===== config.mk =====
export PLATFORM = sky130hd
export DESIGN_NAME = cvh_ram
export DESIGN_NICKNAME = d
export VERILOG_FILES = /design/src/sv/cvh_pkg.sv /design/src/sv/cvh_ram.sv
export SDC_FILE = /design/constraint.sdc
export NUM_CORES = 2
export LEC_CHECK = 0
export ABC_AREA = 1
export CAP_MARGIN = 20
export CORE_MARGIN = 2
export CORE_UTILIZATION = 45
export CTS_CLUSTER_DIAMETER = 150
export DETAILED_ROUTE_END_ITERATION = 10
export DONT_BUFFER_PORTS = 1
export PLACE_DENSITY = 0.62
export SLEW_MARGIN = 20
export SYNTH_ARGS = -nofsm -noshare
export SYNTH_HDL_FRONTEND = slang
export SYNTH_SLANG_ARGS = --single-unit

===== constraint.sdc =====
create_clock -name clk -period 13.9 [get_ports clk]
set_clock_uncertainty 0.2 [all_clocks]
set_input_delay 0.695 -clock clk [delete_from_list [all_inputs] [get_ports clk]]
set_output_delay 0.695 -clock clk [all_outputs]
set_load 0.01 [all_outputs]

===== src/sv/cvh_pkg.sv =====
// shared types and constants of the convex hull block
package cvh_pkg;

	localparam int MAX_POINTS = 64;
	localparam int ADDR_W     = $clog2(MAX_POINTS);
	localparam int CNT_W      = $clog2(MAX_POINTS + 1);

	// one stored point, x in the low half and y in the high half
	typedef struct packed {
		logic signed [15:0] y;
		logic signed [15:0] x;
	} point_t;

	// kind of test done by the geometry unit
	typedef enum logic {
		GEO_BEFORE,
		GEO_TURN
	} geo_mode_t;

	typedef struct packed {
		logic      start;
		geo_mode_t mode;
	} geo_req_t;

	typedef struct packed {
		logic busy;
		logic done;
		logic res;
	} geo_rsp_t;

endpackage


===== src/sv/cvh_ram.sv =====
// point memory, one write port and one registered read port
module cvh_ram (
	input  logic                        clk,
	input  logic                        we,
	input  logic [cvh_pkg::ADDR_W-1:0]  waddr,
	input  cvh_pkg::point_t             wdata,
	input  logic [cvh_pkg::ADDR_W-1:0]  raddr,
	output cvh_pkg::point_t             rdata
);

	cvh_pkg::point_t mem [cvh_pkg::MAX_POINTS];

	// write port
	always_ff @(posedge clk) begin
		if (we) begin
			mem[waddr] <= wdata;
		end
	end

	// registered read
	always_ff @(posedge clk) begin
		rdata <= mem[raddr];
	end

endmodule


==> impl_metrics.py <==
metrics = {
    "logic_synthesis": {
        "netlist-cell-type-count": 16,
        "yosysSeqAreaShare_pct": 75.1,
        "ys_seq_elements": 2080,
        "mappedNetlistNets": 6815,
        "yosys_warnings": 0,
        "synthDominantCellAreaShare_pct": 74.3,
        "synth_area_leaders": "edfxtp_1 (74%), nand3_1 (12%), nand2_1 (10%)",
        "post_synth_instance_area_sq_um": 82700,
        "synthesis.instances": 6769,
        "yosys.area.top_type": "edfxtp_1",
        "post_synthesis_area_per_instance_sq_um": 12.2,
    },
    "setup_path": {
        "endpoint_kind": "flop",
        "r2r_setup_slack_ns": 11.69,
        "path_cells": "inv_8 -> buf_4 -> buf_4 -> buf_4 -> nand3_1 -> nand3_1 -> nand3_1 -> nand3_1 -> nand2_1 -> nand2_1 -> nand2_1",
        "crit_path_category": "input port to flop",
        "crit_path_max_incr_delay_ns": 1.59,
        "cp_slowest_cell": "inv_8",
        "length_in_cells_of_the_worst_reg_to_reg_path": 9,
        "worstPathRequired_ns": 14.37,
        "path_max_fanout": 513,
        "worstReg2RegStart": "mem[43][28]",
        "critical_path_arrival_ns": 6.64,
        "timing.rr.end": "rdata[28]",
        "path_common_cell": "nand3_1",
        "crit_path_start_kind": "input port",
    },
    "timing": {
        "max_freq_ghz": 0.162,
        "transition_at_the_pin_with_the_smallest_max_transition_slack_ns": 2.03,
        "setup-violations-final": 0,
        "max-slew-margin-rel_pct": -35.5,
        "finalHoldViolations": 0,
        "timing.final.crit_period_ns": 6.17,
        "unrepaired_setup_endpoints_after_global_routing": "no",
        "post-route-period-util_pct": 44.4,
        "max_slew_violation_total_from_the_final_report": 230,
        "timing.setup.tns_ns": 0,
    },
    "global_routing": {
        "initial_antenna_violation_count": 11,
        "first_global_vias": 50300,
        "grt_start_max_net_pins": 1026,
        "gr-usage-all-layers_pct": 25.2,
        "grt_first_pass_wirelength_um": 345000,
        "overflow": 0,
    },
    "clock_tree": {
        "clock_buffer_count_from_cts": 196,
        "postCtsSetupRepairBufs": 0,
        "clock-root-buffer": "clkbuf_16",
        "clockBufferDepth": 3,
        "clock_tree_from_tritoncts": "yes",
        "cts.reportedPaths.clkPinSlew_ns": 0.06,
        "clock_insertion_delay_worst_skew_ns": 0.82,
        "cts.sink_count": 2080,
        "cts_htree_levels": 4,
    },
    "routing": {
        "avgRoutedWirePerCell_um": 25.7,
        "initialDrtViolationCount": 7030,
        "routed-via-count": 53200,
        "drt.antenna.violating_nets": 0,
        "drt-total-wl_um": 238000,
        "remaining_drc_errors": 0,
        "avgViaCountPerCell": 5.74,
        "dr.pass1.iters": 6,
    },
    "min_path": {
        "holdCritStartpoint": "wdata[30]",
        "min_path_type": "input port to flop",
        "worst_hold_path.num_cells": 1,
        "worst_hold_path.endpoint": "mem[21][30]",
    },
    "die": {
        "rows": 157,
        "starting_density_pct": 45.2,
        "core_area_sq_um": 183000,
        "io_pins": 78,
        "fp.dieH_um": 433,
        "die-width_um": 433,
        "die_outline_area_sq_um": 187000,
    },
    "placed_design": {
        "numPortBuffers": 0,
        "place_hpwl_um": 108000,
        "placed_cells": 8877,
        "globalplace.congestion": 0.786,
    },
    "layout": {
        "design.final.nets": 6700,
        "mostFrequentLayoutCells": "nand2_1 (2248), edfxtp_1 (2048), nand3_1 (1907)",
        "fin_cells": 9279,
        "synth_to_layout_area_growth_pct": 11.2,
        "drive_above_1_share_pct": 6.75,
        "final_common_cell": "nand2_1",
        "postLayoutCoreUtil_pct": 50.3,
    },
    "power_and_ir_drop": {
        "vdd_drop_max_mv": 0.110,
        "power.static_leakage_uw": 0.0318,
        "cellPowerDensity_nw_per_um2": 140,
    },
    "outcome": {
        "violations": "slew limit",
        "status": "finished with violations",
    },
    "run": {
        "maxCapViolCount": 0,
    },
}
## area by class of cell
| type | instances | area, sq um |
|---|---|---|
| Multi-Input combinational cell | 4228 | 18800 |
| Inverter | 12 | 81.3 |
| Fill cell | 15500 | 90900 |
| Clock buffer | 274 | 5400 |
| Timing Repair Buffer | 136 | 1810 |
| Clock inverter | 83 | 674 |
| Sequential cell | 2080 | 62100 |
| Antenna cell | 2 | 5.00 |
| Tap cell | 2464 | 3080 |
## critical path: cells and delay by family
| family | cells | cell delay (ns) |
|---|---|---|
| buf+inv | 4 | 3.93 |
| simple gates | 7 | 0.83 |
## metrics by stage
| stage | instance area, sq um | total power (uW) | setup WS, ns | hold WS (ns) |
|---|---|---|---|---|
| after detailed placement | 84800 | 7620 | 8.55 | 0.582 |
| after global placement | 84800 | 7620 | 8.47 | 0.579 |
| after CTS | 91800 | 12900 | 9.29 | 0.0108 |
| after floorplan | 82700 | 7520 | 8.88 | 0.521 |
| final | 92000 | 12900 | 7.73 | 0.0441 |
| after global routing | 92000 | 13200 | 8.53 | 0.0205 |
## how the worst max path moves through the flow
stage                  start    endpoint  slack [ns]  depth (start not counted)
floorplan                 we  mem[48][0]        8.88                          3
global placement    raddr[1]    rdata[1]        8.47                         11
detailed placement  raddr[1]    rdata[1]        8.55                         11
CTS                 raddr[0]   rdata[28]        9.29                         12
global route        raddr[0]   rdata[28]        8.53                         13
finish              raddr[1]    rdata[1]        7.73                         11
## sequential cells by signal (all words and copies together) (netlist names)
register  flops
mem        2048
rdata        32
## where the power goes
part,internal [uW],total (uW),switching (uW)
clock,2900,5160,2260
combinational,189,712,522
sequential,6940,6990,48.8
total,10000,12900,2830
## routing by layer
metal / track usage, % / routed length (um)
met5: 0 / 0
met3: 4.02 / 20300
met2: 40.7 / 112000
met4: 10.2 / 10100
met1: 34.3 / 95400
## kinds of logic (layout without fill, tap and decap cells)
group / Yosys count / after routing / synth area share [%]
AND/OR/NAND/NOR: 4228 / 4228 / 22.1
flip-flops: 2080 / 2080 / 75.1
buffers and inverters: 461 / 505 / 2.78
other: 0 / 2 / 0
## synth_stat cells
| cell | instances |
|---|---|
| inv_2 | 2 |
| buf_4 | 45 |
| buf_8 | 2 |
| nand2_1 | 2248 |
| nor4_1 | 8 |
| inv_4 | 1 |
| nor2_1 | 56 |
| buf_6 | 3 |
| buf_2 | 282 |
| dfxtp_1 | 32 |
| inv_1 | 9 |
| clkbuf_1 | 77 |
| nand4_1 | 9 |
| edfxtp_1 | 2048 |
| buf_1 | 40 |
| nand3_1 | 1907 |
## repair_timing
action | in CTS | in global routing
hold buffers | 38 | 0
resized for setup | 0 | 0
endpoints found under the hold margin | 2078 | 0
Power figures use the tool's default switching activity.
