$ cat src/sv/cvh_pkg.sv
// shared types and constants of the convex hull block
package cvh_pkg;

	localparam int MAX_POINTS = 64;
	localparam int ADDR_W     = $clog2(MAX_POINTS);
	localparam int CNT_W      = $clog2(MAX_POINTS + 1);

	// one stored point, x in the low half and y in the high half
	typedef struct packed {
		logic signed [15:0] y;
		logic signed [15:0] x;
	} point_t;

	// kind of test done by the geometry unit
	typedef enum logic {
		GEO_BEFORE,
		GEO_TURN
	} geo_mode_t;

	typedef struct packed {
		logic      start;
		geo_mode_t mode;
	} geo_req_t;

	typedef struct packed {
		logic busy;
		logic done;
		logic res;
	} geo_rsp_t;

endpackage

$ cat src/sv/cvh_geom.sv
// multi-cycle orientation and distance test about point a
module cvh_geom (
	input  logic              clk,
	input  logic              arst_n,
	input  cvh_pkg::geo_req_t req,
	input  cvh_pkg::point_t   pa,
	input  cvh_pkg::point_t   pb,
	input  cvh_pkg::point_t   pc,
	output cvh_pkg::geo_rsp_t rsp
);

	typedef enum logic [2:0] {
		G_IDLE, G_MUL1, G_SUB, G_MUL2, G_MUL3, G_CMP
	} gstate_t;

	gstate_t            state_q;
	cvh_pkg::geo_mode_t mode_q;
	logic signed [16:0] dbx_q, dby_q, dcx_q, dcy_q;
	logic signed [33:0] p1_q, p2_q;
	logic signed [34:0] cr_q, da_q;
	logic               done_q, res_q;

	// difference vectors are taken when a test starts
	always_ff @(posedge clk) begin
		if (req.start && state_q == G_IDLE) begin
			dbx_q  <= 17'(pb.x) - 17'(pa.x);
			dby_q  <= 17'(pb.y) - 17'(pa.y);
			dcx_q  <= 17'(pc.x) - 17'(pa.x);
			dcy_q  <= 17'(pc.y) - 17'(pa.y);
			mode_q <= req.mode;
		end
	end

	// sequencer: two products per cycle, then subtract or compare
	always_ff @(posedge clk or negedge arst_n) begin
		if (!arst_n) begin
			state_q <= G_IDLE;
			done_q  <= 1'b0;
			res_q   <= 1'b0;
		end else begin
			done_q <= 1'b0;
			unique case (state_q)
				G_IDLE: begin
					if (req.start) state_q <= G_MUL1;
				end
				G_MUL1: begin
					p1_q    <= dbx_q * dcy_q;
					p2_q    <= dby_q * dcx_q;
					state_q <= G_SUB;
				end
				G_SUB: begin
					cr_q    <= 35'(p1_q) - 35'(p2_q);
					state_q <= G_MUL2;
				end
				G_MUL2: begin
					if (mode_q == cvh_pkg::GEO_TURN) begin
						res_q   <= cr_q < 0;
						done_q  <= 1'b1;
						state_q <= G_IDLE;
					end else if (cr_q != 0) begin
						res_q   <= cr_q > 0;
						done_q  <= 1'b1;
						state_q <= G_IDLE;
					end else begin
						p1_q    <= dbx_q * dbx_q;
						p2_q    <= dby_q * dby_q;
						state_q <= G_MUL3;
					end
				end
				G_MUL3: begin
					da_q    <= 35'(p1_q) + 35'(p2_q);
					p1_q    <= dcx_q * dcx_q;
					p2_q    <= dcy_q * dcy_q;
					state_q <= G_CMP;
				end
				G_CMP: begin
					res_q   <= da_q < (35'(p1_q) + 35'(p2_q));
					done_q  <= 1'b1;
					state_q <= G_IDLE;
				end
				default: state_q <= G_IDLE;
			endcase
		end
	end

	assign rsp.busy = state_q != G_IDLE;
	assign rsp.done = done_q;
	assign rsp.res  = res_q;

endmodule

$ cat config.mk
export PLATFORM = sky130hd
export DESIGN_NAME = cvh_geom
export DESIGN_NICKNAME = d
export VERILOG_FILES = /design/src/sv/cvh_pkg.sv /design/src/sv/cvh_geom.sv
export SDC_FILE = /design/constraint.sdc
export NUM_CORES = 2
export LEC_CHECK = 0
export BUFFER_PORTS_ARGS = -buffer_cell sky130_fd_sc_hd__buf_2
export CORE_UTILIZATION = 40
export CTS_BUF_LIST = sky130_fd_sc_hd__clkbuf_4 sky130_fd_sc_hd__clkbuf_8 sky130_fd_sc_hd__clkbuf_16
export CTS_CLUSTER_SIZE = 25
export DETAILED_ROUTE_END_ITERATION = 8
export PLACE_DENSITY = 0.6
export SLEW_MARGIN = 20
export SYNTH_ARGS = -nofsm -noshare
export SYNTH_HDL_FRONTEND = slang
export SYNTH_SLANG_ARGS = --single-unit
export TNS_END_PERCENT = 5
$ cat constraint.sdc
create_clock -name clk -period 7.16 [get_ports clk]
set_input_delay 0 -clock clk [delete_from_list [all_inputs] [get_ports clk]]
set_output_delay 0 -clock clk [all_outputs]
set_load 0.01 [all_outputs]
==> results.md <==
- Outcome: finished, violations left
- Failing checks: design-rule violations
- Core Util, Final: 0.440
- # H-tree levels: 2
- # fillers: 18,300
- Top cells by area, synth: fa_1, ha_1, inv_1, edfxtp_1, nand2_1
- Vias in the first global route: 60,100
- Placement-stage cell area: 80,700 sq um
- Fin. Hold Viols: 0
- # setup viols final: 0
- Via count: 55,200
- Antenna violations before repair: 9
- Vias per cell: 5.08
- Seq/Total Area, Yosys: 0.0837
- Post-route cell area: 82,800 sq um
- Worst slew margin: 0.380
- Clock buffer depth: 3
- Post-Synthesis Cells: 8,172
- Core Footprint: 188,000 sq um
- Root Driver: clkbuf_16
- TritonCTS Buffers: 35
- Worst-Margin Slew: 0.918 ns
- I/O pin count: 103
- Max-slew violation count: 0
- Grt ovf: 0
- Die height: 437 um
- CTS Sinks: 212
- Synthesis warning total: 0
- Kind of critical path: flip-flop to flip-flop
- 1st-pass router iterations: 8
- RSZ-0062 raised after global routing: true
- Gp weighted congestion: 0.963
- Area share of the largest cell type after synthesis: 0.438
- Critical Path End Type: flip-flop
- Latest clock arrival within the worst-skew pair: 0.64 ns
- Initial DRC Count: 3,596
- Wire length per cell: 19.5 um
- Synthesized Nets: 10,600
- Place WS: -0.0294 ns
- Setup Skew: 0.0533 ns
- Ys async rst share: 0.0236
- FF-to-FF path depth: 23
- P&R area growth vs syn: 9.22%
- Share of cells above drive strength 1: 0.0605
- Worst hold start: pb[4]
- WHS: 0.0208 ns
- Hold Path End: dbx_q[4]
- Post-synth top area cell: fa_1
- First-pass GRT wire length: 338 mm
- Period minus WS final: 6.89 ns
- Maxcap violations: 0
- Worst Hold Depth: 4
- Fmax: 145 MHz
- Synth Register Bits: 212
- DRC: 8
- Die Area: 191,000 sq um
- Worst reg2reg endpoint: p1_q[23]
- CTS tree: done
- Post-synth cell types: 91
- Routed WL: 212 mm
- Initial core utilization: 0.403
- Internal reg-to-reg setup slack: 0.27 ns
- GRT Total Usage: 0.230
- Worst-path clk slew: 0.07 ns
- Tcrit/Tclk final: 0.962
- Syn Std Cell Area: 75,800 sq um
- Critical path arrival: 7.19 ns
- Top_reg_cell synth: edfxtp_1
- Post-synth EDFFs: 207
- Final HPWL DP: 178 mm
- Port buffer count: 102
- Row cnt: 159
- Worst EP required: 7.47 ns
- Final WS setup: 0.274 ns
- Largest net degree at the start of global routing: 56
- Worst min-delay path class: input pin to flip-flop
- Syn Area/Cell: 9.27 sq um
- Worst Path Max Fanout: 10
- ANT nets after route: 0
- CP startpoint kind: flip-flop
- Origin of the critical flop-to-flop path: dbx_q[10]
- Final #Nets: 10,800
- Die X: 437 um
-- synthesized netlist by cell type (12+ instances only) --
master    number
inv_1       2151
xnor2_1      274
clkbuf_1     259
a31oi_1       28
nor2_1       326
nand2_1      771
o31ai_1       19
xor2_1        84
a31o_2        23
ha_1         706
o21ai_0      156
edfxtp_1     207
a211oi_1      29
nor2b_1       66
o21a_1        35
nand4_1       25
nor4_1        18
fa_1        1660
o21bai_1      37
or3_1         18
and3_1        36
and2_1       398
or2_2         16
a21oi_1      224
nand2b_1      54
o21ai_1       26
o221ai_1      17
o22ai_1       12
nor3_1        63
o211ai_1      20
a22oi_1       34
a21o_1       108
buf_1         15
nand3_1       52
-- final cells by class --
type / count / area (sq um) / share of cell area
Sequential cell: 212 / 6340 / 0.0766
Clock inverter: 26 / 328 / 0.00396
Timing Repair Buffer: 411 / 3570 / 0.0431
Inverter: 2165 / 8130 / 0.0982
Multi-Input combinational cell: 5509 / 60400 / 0.730
Clock buffer: 37 / 891 / 0.0108
Tap cell: 2495 / 3120 / 0.0377
Antenna cell: 4 / 10.0 / 0.000121
-- layer usage --
| layer | global-route usage | part of all wire | wire [um] | vias up |
|---|---|---|---|---|
| li1 | - | - | - | 25000 |
| met1 | 0.290 | 0.40 | 85100 | 28400 |
| met2 | 0.383 | 0.48 | 102000 | 1385 |
| met3 | 0.0263 | 0.051 | 10900 | 332 |
| met4 | 0.127 | 0.066 | 14000 | 4 |
| met5 | 0 | 0.00012 | 26 | - |
-- metrics by stage --
stage          instances  TNS [ns]
2_1_floorplan       8172         0
3_3_place_gp       10700         0
3_5_place_dp       10700   -0.0294
4_1_cts            10800         0
5_1_grt            10900    -0.105
6_report           10900         0
-- worst max-delay path, cell delays in order (launching register included) --
cell and delay [ns]:
edfxtp_1 0.39, buf_4 0.22, and2_1 0.22, fa_1 0.54, inv_1 0.06, fa_1 0.51
fa_1 0.51, inv_1 0.05, fa_1 0.50, fa_1 0.53, inv_1 0.06, fa_1 0.47
inv_1 0.04, ha_1 0.37, and3_1 0.23, nand2_1 0.09, nor2_1 0.17, a211oi_1 0.13
o211ai_1 0.35, a41oi_1 0.24, o21ai_1 0.37, nand2_1 0.13, nand3b_1 0.16, o311ai_1 0.21
-- worst max path at each step --
stage,slack (ns),endpoint,depth (start not counted),start
after global placement,0.08,p2_q[32],24,dcx_q[2]
after global routing,-0.05,p1_q[32],25,dcy_q[2]
after CTS,0.09,p2_q[32],24,dcx_q[2]
after floorplan,0.22,p1_q[31],25,dbx_q[16]
after detailed placement,-0.03,p2_q[32],21,dby_q[5]
final,0.27,p1_q[23],23,dbx_q[10]
-- logic make-up (layout without fill, tap and decap cells) --
kind of cell    after synthesis  in the layout  synth area share
simple gates               1882           1882             0.118
flops                       212            212            0.0837
other cells                   0              4                 0
xor+xnor                    358            358            0.0414
buf+inv                    2451           2639             0.122
compound gates              891            891            0.0784
fa+ha+maj                  2366           2366             0.555
mux                          12             12           0.00160
-- repair_timing --
action,4_1_cts,5_1_grt
hold endpoints to repair,51,0
endpoints found under the setup margin,2,22
resized for setup,3,37
setup buffers,0,6
pin swaps,0,3
hold buffers,63,0
-- cell usage in the layout, fill, tap and decap left out, types with 27 or more instances in the layout --
| master | count |
|---|---|
| inv_1 | 2150 |
| fa_1 | 1658 |
| xor2_1 | 84 |
| o21ai_1 | 28 |
| a21o_1 | 108 |
| nor2_1 | 323 |
| ha_1 | 705 |
| and2_1 | 397 |
| nand2b_1 | 54 |
| o21a_1 | 35 |
| buf_2 | 102 |
| a211oi_1 | 27 |
| a31oi_1 | 27 |
| buf_12 | 45 |
| and3_1 | 35 |
| edfxtp_1 | 207 |
| nor2b_1 | 65 |
| o21ai_0 | 153 |
| o21bai_1 | 37 |
| nand3_1 | 52 |
| nand2_1 | 770 |
| buf_4 | 198 |
| a21oi_1 | 222 |
| a22oi_1 | 34 |
| xnor2_1 | 272 |
| nor3_1 | 61 |
| clkbuf_16 | 35 |
| dlygate4sd3_1 | 63 |
-- sequential cells by signal, indices dropped and copies added, names as in the netlist --
| register | cells |
|---|---|
| cr_q | 35 |
| da_q | 35 |
| p1_q | 34 |
| p2_q | 34 |
| dbx_q | 17 |
| dby_q | 17 |
| dcx_q | 17 |
| dcy_q | 17 |
| state_q | 3 |
| done_q | 1 |
| mode_q | 1 |
| res_q | 1 |
Power is left out: the tool's default activity adds up to more than one toggle a clock period on the data nets, which glitch-free logic cannot reach.
